==> src/sv/nfcs_pkg.sv <==
package nfcs_pkg;

  // field widths
  localparam int ADDR_W   = 18;
  localparam int DATA_W   = 16;
  localparam int CMD_W    = 3;
  localparam int UNIT_W   = 7;
  localparam int LIMIT_W  = 25;
  localparam int STABLE_W = 3;
  localparam int OP_W     = 2;
  localparam int STATUS_W = 2;
  localparam int STEP_W   = 3;
  localparam int KIND_W   = 3;
  localparam int CFG_IDX_W = 1;

  // flash geometry in words
  localparam int SECTOR_WORDS = 2048;
  localparam int BLOCK_WORDS  = 32768;
  localparam int CHIP_WORDS   = 262144;
  localparam int LEN_W        = $clog2(CHIP_WORDS + 1);

  localparam logic [LEN_W-1:0]  SECTOR_LEN     = LEN_W'(SECTOR_WORDS);
  localparam logic [LEN_W-1:0]  BLOCK_LEN      = LEN_W'(BLOCK_WORDS);
  localparam logic [LEN_W-1:0]  CHIP_LEN       = LEN_W'(CHIP_WORDS);
  localparam logic [ADDR_W-1:0] CHIP_LAST_ADDR = ADDR_W'(CHIP_WORDS - 1);

  // host command codes
  localparam logic [CMD_W-1:0] CMD_SECTOR_ERASE = 3'd0;
  localparam logic [CMD_W-1:0] CMD_BLOCK_ERASE  = 3'd1;
  localparam logic [CMD_W-1:0] CMD_CHIP_ERASE   = 3'd2;
  localparam logic [CMD_W-1:0] CMD_PROGRAM      = 3'd3;
  localparam logic [CMD_W-1:0] CMD_READ         = 3'd4;
  localparam logic [CMD_W-1:0] CMD_RESPONSE     = 3'd5;

  // bus access codes
  localparam logic [OP_W-1:0] OP_NONE  = 2'd0;
  localparam logic [OP_W-1:0] OP_WRITE = 2'd1;
  localparam logic [OP_W-1:0] OP_READ  = 2'd2;

  // completion status codes
  localparam logic [STATUS_W-1:0] ST_OK         = 2'd0;
  localparam logic [STATUS_W-1:0] ST_TIMEOUT    = 2'd1;
  localparam logic [STATUS_W-1:0] ST_VERIFY_ERR = 2'd2;

  // result kinds chosen by the controller
  localparam logic [KIND_W-1:0] K_HOST      = 3'd0;
  localparam logic [KIND_W-1:0] K_RD_TARGET = 3'd1;
  localparam logic [KIND_W-1:0] K_RD_VERIFY = 3'd2;
  localparam logic [KIND_W-1:0] K_DONE      = 3'd3;
  localparam logic [KIND_W-1:0] K_DONE_READ = 3'd4;

  // configuration register indexes and reset values
  localparam logic [CFG_IDX_W-1:0] CFG_POLL_LIMIT   = 1'b0;
  localparam logic [CFG_IDX_W-1:0] CFG_STABLE_READS = 1'b1;
  localparam logic [LIMIT_W-1:0]   POLL_LIMIT_RST   = 25'h1000000;
  localparam logic [STABLE_W-1:0]  STABLE_READS_RST = 3'd5;

  // unlock addresses and data words
  localparam logic [ADDR_W-1:0] UNLOCK_ADDR1 = 18'h05555;
  localparam logic [ADDR_W-1:0] UNLOCK_ADDR2 = 18'h02AAA;
  localparam logic [DATA_W-1:0] ERASE_KEY1   = 16'hAAAA;
  localparam logic [DATA_W-1:0] ERASE_KEY2   = 16'h5555;
  localparam logic [DATA_W-1:0] ERASE_SETUP  = 16'h8080;
  localparam logic [DATA_W-1:0] SECTOR_GO    = 16'h3030;
  localparam logic [DATA_W-1:0] BLOCK_GO     = 16'h5050;
  localparam logic [DATA_W-1:0] CHIP_GO      = 16'h1010;
  localparam logic [DATA_W-1:0] PROG_KEY1    = 16'h00AA;
  localparam logic [DATA_W-1:0] PROG_KEY2    = 16'h0055;
  localparam logic [DATA_W-1:0] PROG_SETUP   = 16'h00A0;
  localparam logic [DATA_W-1:0] ERASED_WORD  = 16'hFFFF;

  typedef struct packed {
    logic [CMD_W-1:0]  cmd;
    logic [UNIT_W-1:0] unit_number;
    logic [ADDR_W-1:0] word_offset;
    logic [DATA_W-1:0] write_data;
    logic [DATA_W-1:0] read_data;
    logic              last_word;
  } in_item_t;

  typedef struct packed {
    logic [OP_W-1:0]     bus_op;
    logic [ADDR_W-1:0]   bus_address;
    logic [DATA_W-1:0]   bus_data;
    logic                done_res;
    logic [STATUS_W-1:0] status;
    logic [DATA_W-1:0]   read_value;
    logic                run_last;
    logic                last_result;
  } res_item_t;

  typedef struct packed {
    logic [OP_W-1:0]   op;
    logic [ADDR_W-1:0] addr;
    logic [DATA_W-1:0] data;
  } bus_acc_t;

  // controller to datapath
  typedef struct packed {
    logic                latch;
    logic                host;
    logic [STEP_W-1:0]   step;
    logic                poll_erase;
    logic                poll_prog;
    logic                pair_first;
    logic                to_verify;
    logic                to_verify_chip;
    logic                verify_step;
    logic                load;
    logic [KIND_W-1:0]   kind;
    logic [STATUS_W-1:0] status;
    logic                run_last;
    logic                last;
  } ctrl_cmd_t;

  // datapath to controller
  typedef struct packed {
    logic [CMD_W-1:0] cmd;
    logic             good;
    logic             pair_half;
    logic             limit_hit;
    logic             stable_erase;
    logic             stable_prog;
    logic             verify_last;
    logic             out_free;
  } dp_stat_t;

  // bus access for one step of a host command sequence
  function automatic bus_acc_t host_access(input logic [CMD_W-1:0]  cmd,
                                           input logic [STEP_W-1:0] step,
                                           input logic [ADDR_W-1:0] target,
                                           input logic [DATA_W-1:0] wdata);
    bus_acc_t acc;
    acc = '{op: OP_NONE, addr: '0, data: '0};
    if (cmd == CMD_READ) begin
      acc = '{op: OP_READ, addr: target, data: '0};
    end else if (cmd == CMD_PROGRAM) begin
      case (step)
        3'd0:    acc = '{op: OP_WRITE, addr: UNLOCK_ADDR1, data: PROG_KEY1};
        3'd1:    acc = '{op: OP_WRITE, addr: UNLOCK_ADDR2, data: PROG_KEY2};
        3'd2:    acc = '{op: OP_WRITE, addr: UNLOCK_ADDR1, data: PROG_SETUP};
        3'd3:    acc = '{op: OP_WRITE, addr: target, data: wdata};
        default: acc = '{op: OP_READ, addr: target, data: '0};
      endcase
    end else begin
      case (step)
        3'd0:    acc = '{op: OP_WRITE, addr: UNLOCK_ADDR1, data: ERASE_KEY1};
        3'd1:    acc = '{op: OP_WRITE, addr: UNLOCK_ADDR2, data: ERASE_KEY2};
        3'd2:    acc = '{op: OP_WRITE, addr: UNLOCK_ADDR1, data: ERASE_SETUP};
        3'd3:    acc = '{op: OP_WRITE, addr: UNLOCK_ADDR1, data: ERASE_KEY1};
        3'd4:    acc = '{op: OP_WRITE, addr: UNLOCK_ADDR2, data: ERASE_KEY2};
        3'd5: begin
          if (cmd == CMD_SECTOR_ERASE) begin
            acc = '{op: OP_WRITE, addr: target, data: SECTOR_GO};
          end else if (cmd == CMD_BLOCK_ERASE) begin
            acc = '{op: OP_WRITE, addr: target, data: BLOCK_GO};
          end else begin
            acc = '{op: OP_WRITE, addr: UNLOCK_ADDR1, data: CHIP_GO};
          end
        end
        default: acc = '{op: OP_READ, addr: target, data: '0};
      endcase
    end
    return acc;
  endfunction

endpackage

==> src/sv/nfcs_dp.sv <==
module nfcs_dp (
  input  logic                           clk,
  input  logic                           rst,
  input  logic                           cfg_we,
  input  logic [nfcs_pkg::CFG_IDX_W-1:0] cfg_index,
  input  logic [nfcs_pkg::LIMIT_W-1:0]   cfg_data,
  input  nfcs_pkg::in_item_t             cmd_item,
  input  logic                           res_stall,
  output logic                           res_valid,
  output nfcs_pkg::res_item_t            res_item,
  input  nfcs_pkg::ctrl_cmd_t            ctl,
  output nfcs_pkg::dp_stat_t             st
);

  logic [nfcs_pkg::LIMIT_W-1:0]  poll_limit;
  logic [nfcs_pkg::STABLE_W-1:0] stable_reads;
  nfcs_pkg::in_item_t            item;
  logic [nfcs_pkg::ADDR_W-1:0]   target;
  logic [nfcs_pkg::ADDR_W-1:0]   target_next;
  logic [nfcs_pkg::LEN_W-1:0]    verify_index;
  logic [nfcs_pkg::LEN_W-1:0]    verify_index_next;
  logic [nfcs_pkg::LEN_W-1:0]    verify_length;
  logic [nfcs_pkg::LEN_W-1:0]    verify_length_next;
  logic [nfcs_pkg::DATA_W-1:0]   first_of_pair;
  logic                          pair_half;
  logic                          held_last_word;
  logic [nfcs_pkg::STABLE_W-1:0] stable_count;
  logic [nfcs_pkg::STABLE_W-1:0] stable_count_next;
  logic [nfcs_pkg::LIMIT_W-1:0]  poll_count;
  logic [nfcs_pkg::LIMIT_W-1:0]  poll_count_next;
  nfcs_pkg::res_item_t           res_next;

  logic                          good_ff;
  logic                          pair_eq;
  logic                          limit_hit;
  logic [nfcs_pkg::STABLE_W-1:0] need;
  logic [nfcs_pkg::STABLE_W-1:0] stable_inc;
  logic [nfcs_pkg::STABLE_W-1:0] stable_erase_val;
  logic [nfcs_pkg::STABLE_W-1:0] stable_prog_val;
  logic [nfcs_pkg::LEN_W-1:0]    verify_inc;
  logic [nfcs_pkg::LEN_W-1:0]    verify_sum;
  logic [31:0]                   sector_base;
  logic [31:0]                   block_base;
  nfcs_pkg::bus_acc_t            acc;

  // configuration registers
  always_ff @(posedge clk) begin
    if (rst) begin
      poll_limit   <= nfcs_pkg::POLL_LIMIT_RST;
      stable_reads <= nfcs_pkg::STABLE_READS_RST;
    end else if (cfg_we) begin
      case (cfg_index)
        nfcs_pkg::CFG_POLL_LIMIT:   poll_limit   <= cfg_data;
        nfcs_pkg::CFG_STABLE_READS: stable_reads <= cfg_data[nfcs_pkg::STABLE_W-1:0];
        default: ;
      endcase
    end
  end

  // poll checks
  assign good_ff    = (item.read_data == nfcs_pkg::ERASED_WORD);
  assign pair_eq    = (item.read_data == first_of_pair);
  assign limit_hit  = (poll_count >= poll_limit);
  assign need       = (stable_reads == '0) ? nfcs_pkg::STABLE_W'(1) : stable_reads;
  assign stable_inc = (stable_count == '1) ? stable_count : stable_count + 1'b1;
  assign stable_erase_val = good_ff ? stable_inc : '0;
  assign stable_prog_val  = pair_eq ? stable_inc : '0;
  assign verify_inc = verify_index + 1'b1;

  // erase region bases
  assign sector_base = 32'(item.unit_number) * 32'(nfcs_pkg::SECTOR_WORDS);
  assign block_base  = 32'(item.unit_number) * 32'(nfcs_pkg::BLOCK_WORDS);

  // next state of the sequence registers
  always_comb begin
    target_next        = target;
    verify_length_next = verify_length;
    if (ctl.host) begin
      case (item.cmd)
        nfcs_pkg::CMD_SECTOR_ERASE: begin
          target_next        = sector_base[nfcs_pkg::ADDR_W-1:0];
          verify_length_next = nfcs_pkg::SECTOR_LEN;
        end
        nfcs_pkg::CMD_BLOCK_ERASE: begin
          target_next        = block_base[nfcs_pkg::ADDR_W-1:0];
          verify_length_next = nfcs_pkg::BLOCK_LEN;
        end
        nfcs_pkg::CMD_CHIP_ERASE: begin
          target_next        = nfcs_pkg::CHIP_LAST_ADDR;
          verify_length_next = nfcs_pkg::CHIP_LEN;
        end
        default: target_next = item.word_offset;
      endcase
    end else if (ctl.to_verify && ctl.to_verify_chip) begin
      target_next = '0;
    end

    verify_index_next = verify_index;
    if (ctl.to_verify) begin
      verify_index_next = '0;
    end else if (ctl.verify_step) begin
      verify_index_next = verify_inc;
    end

    stable_count_next = stable_count;
    poll_count_next   = poll_count;
    if (ctl.host) begin
      stable_count_next = '0;
      poll_count_next   = '0;
    end else if (ctl.poll_erase || ctl.poll_prog) begin
      stable_count_next = ctl.poll_erase ? stable_erase_val : stable_prog_val;
      poll_count_next   = limit_hit ? poll_count : poll_count + 1'b1;
    end
  end

  assign verify_sum = {{(nfcs_pkg::LEN_W - nfcs_pkg::ADDR_W){1'b0}}, target}
                      + verify_index_next;
  assign acc = nfcs_pkg::host_access(item.cmd, ctl.step, target_next, item.write_data);

  // result fields
  always_comb begin
    res_next             = '0;
    res_next.last_result = ctl.last;
    case (ctl.kind)
      nfcs_pkg::K_HOST: begin
        res_next.bus_op      = acc.op;
        res_next.bus_address = acc.addr;
        res_next.bus_data    = acc.data;
      end
      nfcs_pkg::K_RD_TARGET: begin
        res_next.bus_op      = nfcs_pkg::OP_READ;
        res_next.bus_address = target_next;
      end
      nfcs_pkg::K_RD_VERIFY: begin
        res_next.bus_op      = nfcs_pkg::OP_READ;
        res_next.bus_address = verify_sum[nfcs_pkg::ADDR_W-1:0];
      end
      nfcs_pkg::K_DONE_READ: begin
        res_next.done_res   = 1'b1;
        res_next.status     = ctl.status;
        res_next.read_value = item.read_data;
        res_next.run_last   = ctl.run_last & held_last_word;
      end
      default: begin
        res_next.done_res = 1'b1;
        res_next.status   = ctl.status;
        res_next.run_last = ctl.run_last & held_last_word;
      end
    endcase
  end

  // sequence registers
  always_ff @(posedge clk) begin
    if (rst) begin
      target         <= '0;
      verify_index   <= '0;
      verify_length  <= '0;
      first_of_pair  <= '0;
      pair_half      <= 1'b0;
      held_last_word <= 1'b0;
      stable_count   <= '0;
      poll_count     <= '0;
    end else begin
      target        <= target_next;
      verify_index  <= verify_index_next;
      verify_length <= verify_length_next;
      stable_count  <= stable_count_next;
      poll_count    <= poll_count_next;
      if (ctl.host) begin
        held_last_word <= item.last_word;
      end
      if (ctl.pair_first) begin
        first_of_pair <= item.read_data;
      end
      if (ctl.pair_first) begin
        pair_half <= 1'b1;
      end else if (ctl.host || ctl.poll_prog) begin
        pair_half <= 1'b0;
      end
    end
  end

  // input item holding register
  always_ff @(posedge clk) begin
    if (ctl.latch) begin
      item <= cmd_item;
    end
  end

  // output register
  always_ff @(posedge clk) begin
    if (rst) begin
      res_valid <= 1'b0;
    end else if (ctl.load) begin
      res_valid <= 1'b1;
    end else if (!res_stall) begin
      res_valid <= 1'b0;
    end
  end

  always_ff @(posedge clk) begin
    if (ctl.load) begin
      res_item <= res_next;
    end
  end

  // status to the controller
  assign st.cmd          = item.cmd;
  assign st.good         = good_ff;
  assign st.pair_half    = pair_half;
  assign st.limit_hit    = limit_hit;
  assign st.stable_erase = (stable_erase_val >= need);
  assign st.stable_prog  = (stable_prog_val >= need);
  assign st.verify_last  = (verify_inc >= verify_length);
  assign st.out_free     = !res_valid || !res_stall;

endmodule

==> src/sv/nfcs_ctrl.sv <==
module nfcs_ctrl (
  input  logic                clk,
  input  logic                rst,
  input  logic                cmd_valid,
  output logic                cmd_stall,
  input  nfcs_pkg::dp_stat_t  st,
  output nfcs_pkg::ctrl_cmd_t ctl
);

  // sequencer states
  localparam logic S_IDLE = 1'b0;
  localparam logic S_EXEC = 1'b1;

  // operation phases
  localparam logic [2:0] PH_IDLE       = 3'd0;
  localparam logic [2:0] PH_ERASE_POLL = 3'd1;
  localparam logic [2:0] PH_CHIP_POLL  = 3'd2;
  localparam logic [2:0] PH_VERIFY     = 3'd3;
  localparam logic [2:0] PH_PROG_POLL  = 3'd4;
  localparam logic [2:0] PH_READ_WAIT  = 3'd5;

  // index of the last bus access of each host sequence
  localparam logic [nfcs_pkg::STEP_W-1:0] ERASE_LAST = 3'd6;
  localparam logic [nfcs_pkg::STEP_W-1:0] PROG_LAST  = 3'd4;

  logic                          state;
  logic                          state_next;
  logic [2:0]                    phase;
  logic [2:0]                    phase_next;
  logic [nfcs_pkg::STEP_W-1:0]   step;
  logic [nfcs_pkg::STEP_W-1:0]   step_next;
  logic [nfcs_pkg::STEP_W-1:0]   n_last;
  logic [nfcs_pkg::STEP_W-1:0]   n_last_next;

  assign cmd_stall = (state != S_IDLE);

  always_comb begin
    ctl         = '0;
    state_next  = state;
    phase_next  = phase;
    step_next   = step;
    n_last_next = n_last;
    case (state)
      S_IDLE: begin
        if (cmd_valid) begin
          ctl.latch  = 1'b1;
          state_next = S_EXEC;
          step_next  = '0;
        end
      end
      S_EXEC: begin
        ctl.step = step;
        if (step != '0) begin
          // remaining accesses of a host sequence
          if (st.out_free) begin
            ctl.load  = 1'b1;
            ctl.kind  = nfcs_pkg::K_HOST;
            step_next = step + 1'b1;
            if (step == n_last) begin
              ctl.last   = 1'b1;
              state_next = S_IDLE;
            end
          end
        end else if (st.cmd <= nfcs_pkg::CMD_READ) begin
          // host command: dropped while an operation runs
          if (phase != PH_IDLE) begin
            state_next = S_IDLE;
          end else if (st.out_free) begin
            ctl.host  = 1'b1;
            ctl.load  = 1'b1;
            ctl.kind  = nfcs_pkg::K_HOST;
            step_next = step + 1'b1;
            case (st.cmd)
              nfcs_pkg::CMD_SECTOR_ERASE, nfcs_pkg::CMD_BLOCK_ERASE: begin
                phase_next  = PH_ERASE_POLL;
                n_last_next = ERASE_LAST;
              end
              nfcs_pkg::CMD_CHIP_ERASE: begin
                phase_next  = PH_CHIP_POLL;
                n_last_next = ERASE_LAST;
              end
              nfcs_pkg::CMD_PROGRAM: begin
                phase_next  = PH_PROG_POLL;
                n_last_next = PROG_LAST;
              end
              default: begin
                phase_next = PH_READ_WAIT;
                ctl.last   = 1'b1;
                state_next = S_IDLE;
              end
            endcase
          end
        end else if (st.cmd == nfcs_pkg::CMD_RESPONSE && phase != PH_IDLE) begin
          // bus read response: exactly one result
          if (st.out_free) begin
            ctl.load   = 1'b1;
            ctl.last   = 1'b1;
            state_next = S_IDLE;
            case (phase)
              PH_ERASE_POLL, PH_CHIP_POLL: begin
                ctl.poll_erase = 1'b1;
                if (st.limit_hit) begin
                  ctl.kind   = nfcs_pkg::K_DONE;
                  ctl.status = nfcs_pkg::ST_TIMEOUT;
                  phase_next = PH_IDLE;
                end else if (st.stable_erase) begin
                  ctl.to_verify      = 1'b1;
                  ctl.to_verify_chip = (phase == PH_CHIP_POLL);
                  ctl.kind           = nfcs_pkg::K_RD_TARGET;
                  phase_next         = PH_VERIFY;
                end else begin
                  ctl.kind = nfcs_pkg::K_RD_TARGET;
                end
              end
              PH_VERIFY: begin
                if (!st.good) begin
                  ctl.kind   = nfcs_pkg::K_DONE;
                  ctl.status = nfcs_pkg::ST_VERIFY_ERR;
                  phase_next = PH_IDLE;
                end else begin
                  ctl.verify_step = 1'b1;
                  if (st.verify_last) begin
                    ctl.kind   = nfcs_pkg::K_DONE;
                    ctl.status = nfcs_pkg::ST_OK;
                    phase_next = PH_IDLE;
                  end else begin
                    ctl.kind = nfcs_pkg::K_RD_VERIFY;
                  end
                end
              end
              PH_PROG_POLL: begin
                if (!st.pair_half) begin
                  ctl.pair_first = 1'b1;
                  ctl.kind       = nfcs_pkg::K_RD_TARGET;
                end else begin
                  ctl.poll_prog = 1'b1;
                  if (st.limit_hit) begin
                    ctl.kind     = nfcs_pkg::K_DONE;
                    ctl.status   = nfcs_pkg::ST_TIMEOUT;
                    ctl.run_last = 1'b1;
                    phase_next   = PH_IDLE;
                  end else if (st.stable_prog) begin
                    ctl.kind     = nfcs_pkg::K_DONE;
                    ctl.status   = nfcs_pkg::ST_OK;
                    ctl.run_last = 1'b1;
                    phase_next   = PH_IDLE;
                  end else begin
                    ctl.kind = nfcs_pkg::K_RD_TARGET;
                  end
                end
              end
              PH_READ_WAIT: begin
                ctl.kind     = nfcs_pkg::K_DONE_READ;
                ctl.status   = nfcs_pkg::ST_OK;
                ctl.run_last = 1'b1;
                phase_next   = PH_IDLE;
              end
              default: begin
                ctl.load = 1'b0;
                ctl.last = 1'b0;
              end
            endcase
          end
        end else begin
          // stray response or unknown command
          state_next = S_IDLE;
        end
      end
      default: state_next = S_IDLE;
    endcase
  end

  always_ff @(posedge clk) begin
    if (rst) begin
      state  <= S_IDLE;
      phase  <= PH_IDLE;
      step   <= '0;
      n_last <= '0;
    end else begin
      state  <= state_next;
      phase  <= phase_next;
      step   <= step_next;
      n_last <= n_last_next;
    end
  end

endmodule

==> src/sv/nor_flash_command_sequencer_top.sv <==
// NOR flash command sequencer for a 16-bit parallel JEDEC flash.
// Input channel (cmd_valid / cmd_stall / cmd_item) carries host commands
// (sector, block or chip erase, program word, read word) and the flash
// data for each pending bus read. Output channel (res_valid / res_stall /
// res_item) carries bus accesses and completions; last_result marks the
// final result of an input item.
// An item is held in an input register, then its results leave one per
// cycle through the output register: an erase command gives 7 results, a
// program command 5, a read command and a read response 1 each. An item
// holds the input side until its last result is loaded; a command that is
// dropped (busy, stray response, unknown code) gives nothing. The
// controller steps one result per cycle; that sets the rate.
// While the receiver stalls, the output register holds its result and the
// sequence waits; the input side stays stalled until the item is finished.
// The user writes configuration (poll_limit, stable_reads) through cfg_we,
// cfg_index, cfg_data only while no item is in progress; not enforced here.
// Synchronous reset returns to idle, empties the output register and loads
// poll_limit = 0x1000000 and stable_reads = 5.
module nor_flash_command_sequencer_top (
  input  logic                           clk,
  input  logic                           rst,
  input  logic                           cmd_valid,
  output logic                           cmd_stall,
  input  nfcs_pkg::in_item_t             cmd_item,
  output logic                           res_valid,
  input  logic                           res_stall,
  output nfcs_pkg::res_item_t            res_item,
  input  logic                           cfg_we,
  input  logic [nfcs_pkg::CFG_IDX_W-1:0] cfg_index,
  input  logic [nfcs_pkg::LIMIT_W-1:0]   cfg_data
);

  nfcs_pkg::ctrl_cmd_t ctl;
  nfcs_pkg::dp_stat_t  st;

  // sequencing and phase control
  nfcs_ctrl u_ctrl (
    .clk       (clk),
    .rst       (rst),
    .cmd_valid (cmd_valid),
    .cmd_stall (cmd_stall),
    .st        (st),
    .ctl       (ctl)
  );

  // counters, addresses and output register
  nfcs_dp u_dp (
    .clk       (clk),
    .rst       (rst),
    .cfg_we    (cfg_we),
    .cfg_index (cfg_index),
    .cfg_data  (cfg_data),
    .cmd_item  (cmd_item),
    .res_stall (res_stall),
    .res_valid (res_valid),
    .res_item  (res_item),
    .ctl       (ctl),
    .st        (st)
  );

endmodule

==> config.mk <==
export PLATFORM = sky130hd
export DESIGN_NAME = nor_flash_command_sequencer_top
export DESIGN_NICKNAME = d
export VERILOG_FILES = /design/src/sv/nfcs_pkg.sv /design/src/sv/nfcs_dp.sv /design/src/sv/nfcs_ctrl.sv /design/src/sv/nor_flash_command_sequencer_top.sv
export SDC_FILE = /design/constraint.sdc
export NUM_CORES = 1
export LEC_CHECK = 0
export ABC_CLOCK_PERIOD_IN_PS = 7700
export BUFFER_PORTS_ARGS = -buffer_cell sky130_fd_sc_hd__buf_2
export CORE_ASPECT_RATIO = 0.5
export CORE_UTILIZATION = 40
export CTS_BUF_LIST = sky130_fd_sc_hd__clkbuf_16
export CTS_CLUSTER_SIZE = 8
export DETAILED_ROUTE_END_ITERATION = 16
export SETUP_SLACK_MARGIN = 0.1
export SYNTH_ARGS = -nofsm -noshare
export SYNTH_HDL_FRONTEND = slang
export SYNTH_SLANG_ARGS = --single-unit
==> constraint.sdc <==
create_clock -name clk -period 7.7 [get_ports clk]
set_input_delay 2.31 -clock clk [delete_from_list [all_inputs] [get_ports clk]]
set_output_delay 2.31 -clock clk [all_outputs]
set_load 0.005 [all_outputs]
* Word-level counts from Yosys, hierarchy flattened
Cells that the tools add are included.
** Word-level totals
- Flip-flop bits (word level) :: 259
- Input port bits :: 92
** Operators by class
- $add $sub $neg :: 5
- Order comparisons :: 5
- Equality and inequality tests :: 31
- Mux-type cells :: 99
- Bitwise operators :: 9
- Reduce and logical (&&, ||, !) cells :: 36
** Operators with widths (count)
- one-hot mux 36 bit (4 select lines) :: 2
- two-way mux 36 bit :: 3
- two-way mux 3 bit :: 28
- one-hot mux 20 bit (3 select lines) :: 1
- one-hot mux 19 bit (3 select lines) :: 1
- two-way mux 18 bit :: 3
- one-hot mux 18 bit (3 select lines) :: 1
- two-way mux 19 bit :: 2
- two-way mux 1 bit :: 35
- two-way mux 34 bit :: 1
- two-way mux 14 bit :: 2
- adder 25 x 1 -> 25 bit (second input constant) :: 1
- greater-or-equal comparator 25 bit :: 1
- == test 3 bit (second input constant) :: 8
- == test 3 x 2 -> 1 bit (second input constant) :: 7
- one-hot mux 5 bit (4 select lines) :: 1
- adder 19 x 1 -> 19 bit (second input constant) :: 1
- greater-or-equal comparator 19 bit :: 1
- adder 18 bit :: 1
- == test 16 bit :: 1
- == test 16 bit (second input constant) :: 1
- two-way mux 4 bit :: 4
- == test 3 x 1 -> 1 bit (second input constant) :: 4
- logical NOT 3 bit :: 4
- other kinds (34) :: 71

* Depth between registers and ports, before layout
Gate-level depths: netlist (run 1).
- Depth after elaboration :: 22
- Gate-level depth with buffers :: 22

* Hierarchy
From an unflattened synthesis (run 1), not the netlist that was laid out.
** Second synthesis, totals
- Cells, all modules :: 1302
- Area, all modules :: 12386.9 um2
** By module, submodules not included
- nfcs_dp :: instances 1, cells each 1176, area an instance 11457.2 um2, sequential area each 5845.6 um2
- nfcs_ctrl :: instances 1, cells each 126, area an instance 929.6 um2, sequential area each 180.2 um2

* Worst setup path before layout (run 1)
No wires, ideal clock.
- Path type :: input -> register
- From :: in res_stall
- To :: reg u_dp.res_item[53] (netlist name)
- Data arrival time :: 6.334 ns
- Data required time :: 7.429 ns
- Setup slack :: 1.094 ns
- Stages on the path :: 18
- Buffers on the path :: 2
- Cell sequence :: a21bo_1 or4_1 buf_2 nor2_2 nand4b_1 nor2_1 clkbuf_1 nor2_1 ha_1 fa_1 a211oi_1 o21ai_0 and4_1 nor4_1 o21bai_1 a21oi_1 xor2_1 o22ai_1
** RTL lines
- start, declared :: RTL line nor_flash_command_sequencer_top.sv:26 : input logic res_stall,

==> results of run 1 <==
==> area by class of cell <==
type                       instances  area share
tap                              399      0.0345
clock buffer                      37      0.0640
inverter                          47      0.0122
timing repair buffer             158      0.0561
multi-input combinational        939       0.407
clock inverter                    24     0.00926
sequential                       242       0.417
==> layer usage <==
metal  part of all wire  vias up
met1               0.47     4858
li1                   -     4901
met2               0.43      386
met4              0.015        0
met5                  0        -
met3              0.076       52
==> logic make-up after synthesis <==
logic type      after synthesis
flops                       242
fa+ha+maj                    57
compound gates              255
buf+inv                     114
mux                          24
simple gates                523
xor+xnor                     80
==> cells in the final DEF (no fill, tap or decap), types with 6 or more instances in the layout <==
cell	instances
nor2_1	156
buf_2	150
nand2_1	132
dfxtp_1	124
edfxtp_1	118
a21oi_1	99
inv_1	68
ha_1	56
nor3_1	54
xnor2_1	45
clkbuf_16	37
xor2_1	34
nand3_1	30
o21ai_0	28
a21o_1	27
nand4_1	26
and2_1	25
nor4_1	19
mux2i_1	19
o22ai_1	13
a31oi_1	12
and3_1	11
nand2b_1	11
nor2b_1	10
o21bai_1	8
buf_4	8
or2_2	7
and4_1	6
or3_1	6
a221o_1	6
==> through the flow <==
stage | hold WS [ns] | worst slack [ns]
2_1_floorplan | 0.429 | 1.09
3_3_place_gp | 0.446 | 0.772
3_5_place_dp | 0.448 | 0.689
4_1_cts | 0.457 | 1.23
5_1_grt | 0.470 | 0.868
6_report | 0.454 | 1.17
==> worst paths after layout <==
kind / startpoint / to / slack (ns)
max: res_stall / u_dp.res_item[53] / 1.17
min: u_dp.poll_limit[15] / u_dp.poll_limit[15] / 0.45
max reg2reg: u_dp.item[15] / u_dp.res_item[54] / 2.04
min reg2reg: u_dp.poll_limit[15] / u_dp.poll_limit[15] / 0.45
==> critical path: cells and delay by family <==
family | cells | cell delay (ns)
compound gates | 6 | 1.29
xor+xnor | 2 | 0.37
fa+ha+maj | 2 | 0.65
buf+inv | 1 | 0.12
simple gates | 5 | 2.01
==> power groups by stage <==
| stage | sequential, W | clock, W | combinational, W |
|---|---|---|---|
| finish | 0.00148 | 0.00146 | 0.000300 |
| global route | 0.00148 | 0.00155 | 0.000332 |
| CTS | 0.00148 | 0.00149 | 0.000299 |
| detailed placement | 0.00150 | 0 | 0.000296 |
| global placement | 0.00150 | 0 | 0.000291 |
| floorplan | 0.00148 | 0 | 0.000194 |
==> Yosys cell counts (26+ instances only) <==
master,number,share of area
nor2_1,157,0.048
o21ai_0,28,0.011
ha_1,56,0.057
xnor2_1,45,0.032
a21oi_1,100,0.041
xor2_1,34,0.024
nand4_1,26,0.013
a21o_1,27,0.016
inv_1,47,0.014
nand2_1,132,0.040
edfxtp_1,118,0.29
clkbuf_1,54,0.016
nand3_1,30,0.012
nor3_1,55,0.022
dfxtp_1,124,0.20
==> registers in the layout (all words and copies together) (netlist names), 16 cells and up <==
name,flops
u_dp.item,58
u_dp.res_item,57
u_dp.poll_count,25
u_dp.poll_limit,25
u_dp.verify_index,19
u_dp.target,18
u_dp.first_of_pair,16
==> impl_metrics.py, run 1 <==
metrics = {
    "yosys": {
        "synth_area_mm2": 0.0123,
        "syn_nets": 1444,
        "yosysWarningCount": 0,
        "synth_compound_area_frac": 0.133,
        "synth-seq-cells": 242,
        "muxShareOfSynthArea": 0.0200,
        "synth_cells": 1295,
        "synth_edf_count": 118,
        "synthSimpleGateAreaFrac": 0.205,
        "synth-main-ff-cell": "dfxtp_1",
        "synth_cell_types": 77,
        "yosysSeqAreaShare": 0.488,
        "synthXorXnorAreaFrac": 0.0579,
        "async_reset_ff_frac": 0,
        "synth_fa_ha_area_frac": 0.0584,
        "synth_top_family_by_area": "simple AND/OR/NAND/NOR gates",
        "syn_area_per_cell_um2": 9.53,
    },
    "sta": {
        "fmax_ghz": 0.153,
        "fin_crit_ns": 6.53,
        "rsz0062_at_grt": "false",
        "fin_crit_sh": 0.848,
        "worst_pin_slew_ns": 1.17,
        "finalMaxSlewViolations": 0,
        "slew_headroom": 0.216,
        "fin_setup_tns_ns": 0,
        "hold_viol_final": 0,
        "setup_viol": 0,
        "fin_skew_ns": 0.0210,
    },
    "route": {
        "drtIter0Drc": 846,
        "final_antenna_net_count": 0,
        "wl_per_cell_um": 18.3,
        "wl_um": 33800,
        "dr_total_vias": 10200,
        "vias_per_cell": 5.52,
        "first_pass_iters": 5,
        "drc": 0,
    },
    "layout": {
        "n_fill_cell": 2871,
        "area_delta_synth_final_pct": 17.2,
        "drive_gt1_frac": 0.161,
        "fin_area_mm2": 0.0145,
        "multi_input_area_mm2": 0.00589,
        "nets": 1573,
        "antenna_cells": 0,
        "finalNonFillerCells": 1846,
        "ff_latch_area_mm2": 0.00603,
        "final_core_util": 0.476,
    },
    "power": {
        "switching_share": 0.257,
        "p_per_area_mw_per_mm2": 224,
        "fin_total_pwr_w": 0.00324,
        "leakage_nw": 5.63,
        "p_sw_w": 0.000830,
        "vdd_drop_max_mv": 0.133,
        "seq_power_share": 0.457,
        "intPower_w": 0.00241,
        "p_comb_frac": 0.093,
        "p_clk_frac": 0.450,
    },
    "cts": {
        "cts_tree": "yes",
        "clkLatencyLatePin_ns": 0.54,
        "postCtsResizedCells": 0,
        "htreeDepth": 2,
        "root_buffer": "clkbuf_16",
        "cts_buffer_depth": 3,
        "clkTransAtPathRegs_ns": 0.05,
        "post_cts_buffers": 0,
        "hold_buffers": 0,
        "cts.sinks": 242,
        "cts_made_buffers": 36,
    },
    "die": {
        "start_util": 0.406,
        "core_area_mm2": 0.0303,
        "die_x_um": 250,
        "die_area_mm2": 0.0316,
        "die_h_um": 126,
        "io_pins": 151,
        "rows": 45,
    },
    "grt": {
        "grt.met3_usage": 0.0467,
        "grt_max_degree": 70,
        "grt_usage": 0.211,
        "overflow": 0,
        "grtUsageMet2": 0.318,
        "antenna_found_initial": 2,
        "grt_pass1_wl_um": 52400,
        "use_met1": 0.306,
        "grt_most_used_layer": "met2",
        "grt_pass1_vias": 9614,
    },
    "hold_path": {
        "whs_path_depth": 2,
        "hold_class": "register to register",
    },
    "setup_path": {
        "start_kind": "primary input",
        "rr_worst_depth": 19,
        "crit_fanout": 7,
        "cp-end-kind": "register",
        "worstPathRequired_ns": 7.93,
        "cp_data_arrival_time_ns": 6.76,
        "path_cells": "buf_2, a21bo_1, or4_1, nor3_2, xnor2_1, nor2_1, ha_1, fa_1, a211oi_1, o21ai_0, and4_1, nor4_1, o21bai_1, a21oi_1, xor2_1, o22ai_1",
        "slowest_delay_ns": 0.74,
        "worstSetupPathType": "primary input to register",
        "cpMaxStageDelayCell": "or4_1",
    },
    "placement": {
        "gp_congestion": 0.937,
        "port_buffers": 150,
        "dp_hpwl_um": 24400,
        "place_area_mm2": 0.0134,
        "dp_cells": 1785,
    },
    "outcome": {
        "outcome": "complete, no violations",
    },
    "job": {
        "cap_violations": 0,
    },
}
Note: power is estimated with default switching activity, not from simulation.
==> run 2, diff against run 1 <==
Settings changed: ABC_CLOCK_PERIOD_IN_PS 7700 to 6800.
Clock period 7.7 ns to 6.8 ns, I/O delays scaled along.
==> run 2 against run 1 <==
Worst setup slack got worse by 0.44 ns. Non-clock buffer count grew 6. First-iteration DRC count decreased by 8.2%. Critical endpoint unchanged. Register-to-register slack got worse by 0.78 ns. Clock-buffer cell count unchanged.
==> impl_metrics.py, run 2 (synthesis results as in run 1) <==
metrics = {
    "outcome": {
        "outcome": "complete, no violations",
    },
    "layout": {
        "largest_reg_flops": 58,
        "nets": 1579,
        "mostFrequentLayoutCell": "nor2_1",
        "fin_area_mm2": 0.0145,
        "most-common-layout-cells": "nor2_1, buf_2, nand2_1",
        "antenna_cells": 0,
        "top_regs": "u_dp.item (58), u_dp.res_item (57)",
        "max_flop_register": "u_dp.item",
        "multi_input_area_mm2": 0.00589,
        "area_delta_synth_final_pct": 17.6,
        "n_fill_cell": 2833,
        "ff_latch_area_mm2": 0.00603,
        "drive_gt1_frac": 0.165,
    },
    "power": {
        "p_comb_frac": 0.093,
        "p_per_area_mw_per_mm2": 253,
        "p_clk_frac": 0.452,
        "vdd_drop_max_mv": 0.157,
        "seq_power_share": 0.455,
        "switching_share": 0.256,
        "intPower_w": 0.00273,
        "leakage_nw": 5.66,
        "p_sw_w": 0.000937,
    },
    "sta": {
        "fmax_ghz": 0.165,
        "finalMaxSlewViolations": 0,
        "fin_crit_sh": 0.892,
        "fin_skew_ns": 0.0381,
        "fin_crit_ns": 6.07,
        "worst_pin_slew_ns": 1.18,
        "rsz0062_at_grt": "false",
        "hold_viol_final": 0,
        "fin_setup_tns_ns": 0,
        "slew_headroom": 0.214,
        "setup_viol": 0,
    },
    "die": {
        "io_pins": 151,
        "core_area_mm2": 0.0303,
        "die_x_um": 250,
        "die_area_mm2": 0.0316,
        "rows": 45,
        "start_util": 0.406,
        "die_h_um": 126,
    },
    "route": {
        "drc": 0,
        "dr_wl_met3_um": 2250,
        "dr_total_vias": 10100,
        "met1Wirelength_um": 16400,
        "wl_um": 33600,
        "first_pass_iters": 5,
        "wl_per_cell_um": 18.2,
        "maxUsedRoutingLayer": "met4",
        "drtIter0Drc": 777,
        "final_antenna_net_count": 0,
        "met2_length_um": 14500,
        "vias_per_cell": 5.44,
    },
    "cts": {
        "htreeDepth": 2,
        "cts_buffer_depth": 3,
        "root_buffer": "clkbuf_16",
        "hold_buffers": 0,
        "cts_made_buffers": 36,
        "cts.sinks": 242,
        "cts_tree": "yes",
        "post_cts_buffers": 0,
        "clkTransAtPathRegs_ns": 0.05,
        "clkLatencyLatePin_ns": 0.54,
        "postCtsResizedCells": 0,
    },
    "setup_path": {
        "cp-end-kind": "register",
        "worstSetupPathType": "primary input to register",
        "cp_data_arrival_time_ns": 6.30,
        "path_cells": "buf_2, a21bo_1, or4_1, nor2_2, nand4b_1, nor2_2, nor2_1, ha_1, fa_1, a211oi_1, o21ai_0, and4_1, nor4_1, o21bai_1, a21oi_1, xor2_1, o22ai_1",
        "start_kind": "primary input",
        "slowest_delay_ns": 0.75,
        "worstPathRequired_ns": 7.04,
        "cpMostUsedCell": "nor2_2",
        "cp_top_family": "simple AND/OR/NAND/NOR gates",
        "crit_fanout": 7,
        "critical_path_buf_inv_count": 1,
        "cpMaxStageDelayCell": "or4_1",
    },
    "grt": {
        "grt_pass1_vias": 9730,
        "overflow": 0,
        "grt_usage": 0.213,
        "antenna_found_initial": 1,
        "grt_pass1_wl_um": 53200,
        "grt_max_degree": 71,
    },
    "placement": {
        "gp_congestion": 0.893,
        "place_area_mm2": 0.0134,
        "port_buffers": 150,
        "dp_hpwl_um": 24700,
    },
    "hold_path": {
        "hold_class": "register to register",
    },
    "job": {
        "cap_violations": 0,
    },
}
[run 2: layout make-up]
cell class | count | area share
timing repair buffer | 164 | 0.0590
tap | 399 | 0.0344
sequential | 242 | 0.415
multi-input combinational | 939 | 0.406
clock inverter | 23 | 0.00974
inverter | 47 | 0.0122
clock buffer | 37 | 0.0638
[run 2: power groups by stage]
stage                     clock [W]  sequential (W)  combinational (W)
after floorplan                   0         0.00168           0.000220
after global placement            0         0.00170           0.000334
after detailed placement          0         0.00170           0.000340
after CTS                   0.00170         0.00167           0.000341
after global routing        0.00176         0.00168           0.000379
final                       0.00166         0.00167           0.000341
[run 2: routing by layer]
metal / GRT usage / vias to the layer above
li1: - / 4923
met4: 0.0455 / 0
met3: 0.0463 / 43
met2: 0.322 / 321
met1: 0.311 / 4786
met5: 0 / -
[run 2: path summary, 6_finish.rpt]
path | from | to | slack, ns | cells past startpoint
max | res_stall | u_dp.res_item[53] | 0.73 | 17
min | u_dp.held_last_word | u_dp.held_last_word | 0.45 | 2
max reg2reg | u_dp.item[9] | u_dp.res_item[53] | 1.26 | 19
min reg2reg | u_dp.held_last_word | u_dp.held_last_word | 0.45 | 2
[run 2: worst min-delay path, stage by stage, from the launching register on]
cell	delay (ns)
dfxtp_1	0.30
nand2_1	0.05
a21oi_1	0.05
[run 2: stage by stage]
stage / cells / setup WS [ns] / power (W) / util / hold WS [ns]
after floorplan: 1295 / 0.464 / 0.00190 / - / 0.429
after global placement: 1791 / 0.351 / 0.00203 / 0.443 / 0.446
after detailed placement: 1791 / 0.310 / 0.00204 / 0.443 / 0.451
after CTS: 1851 / 0.840 / 0.00371 / 0.478 / 0.458
after global routing: 1851 / 0.425 / 0.00382 / 0.478 / 0.475
final: 1851 / 0.733 / 0.00367 / 0.478 / 0.453
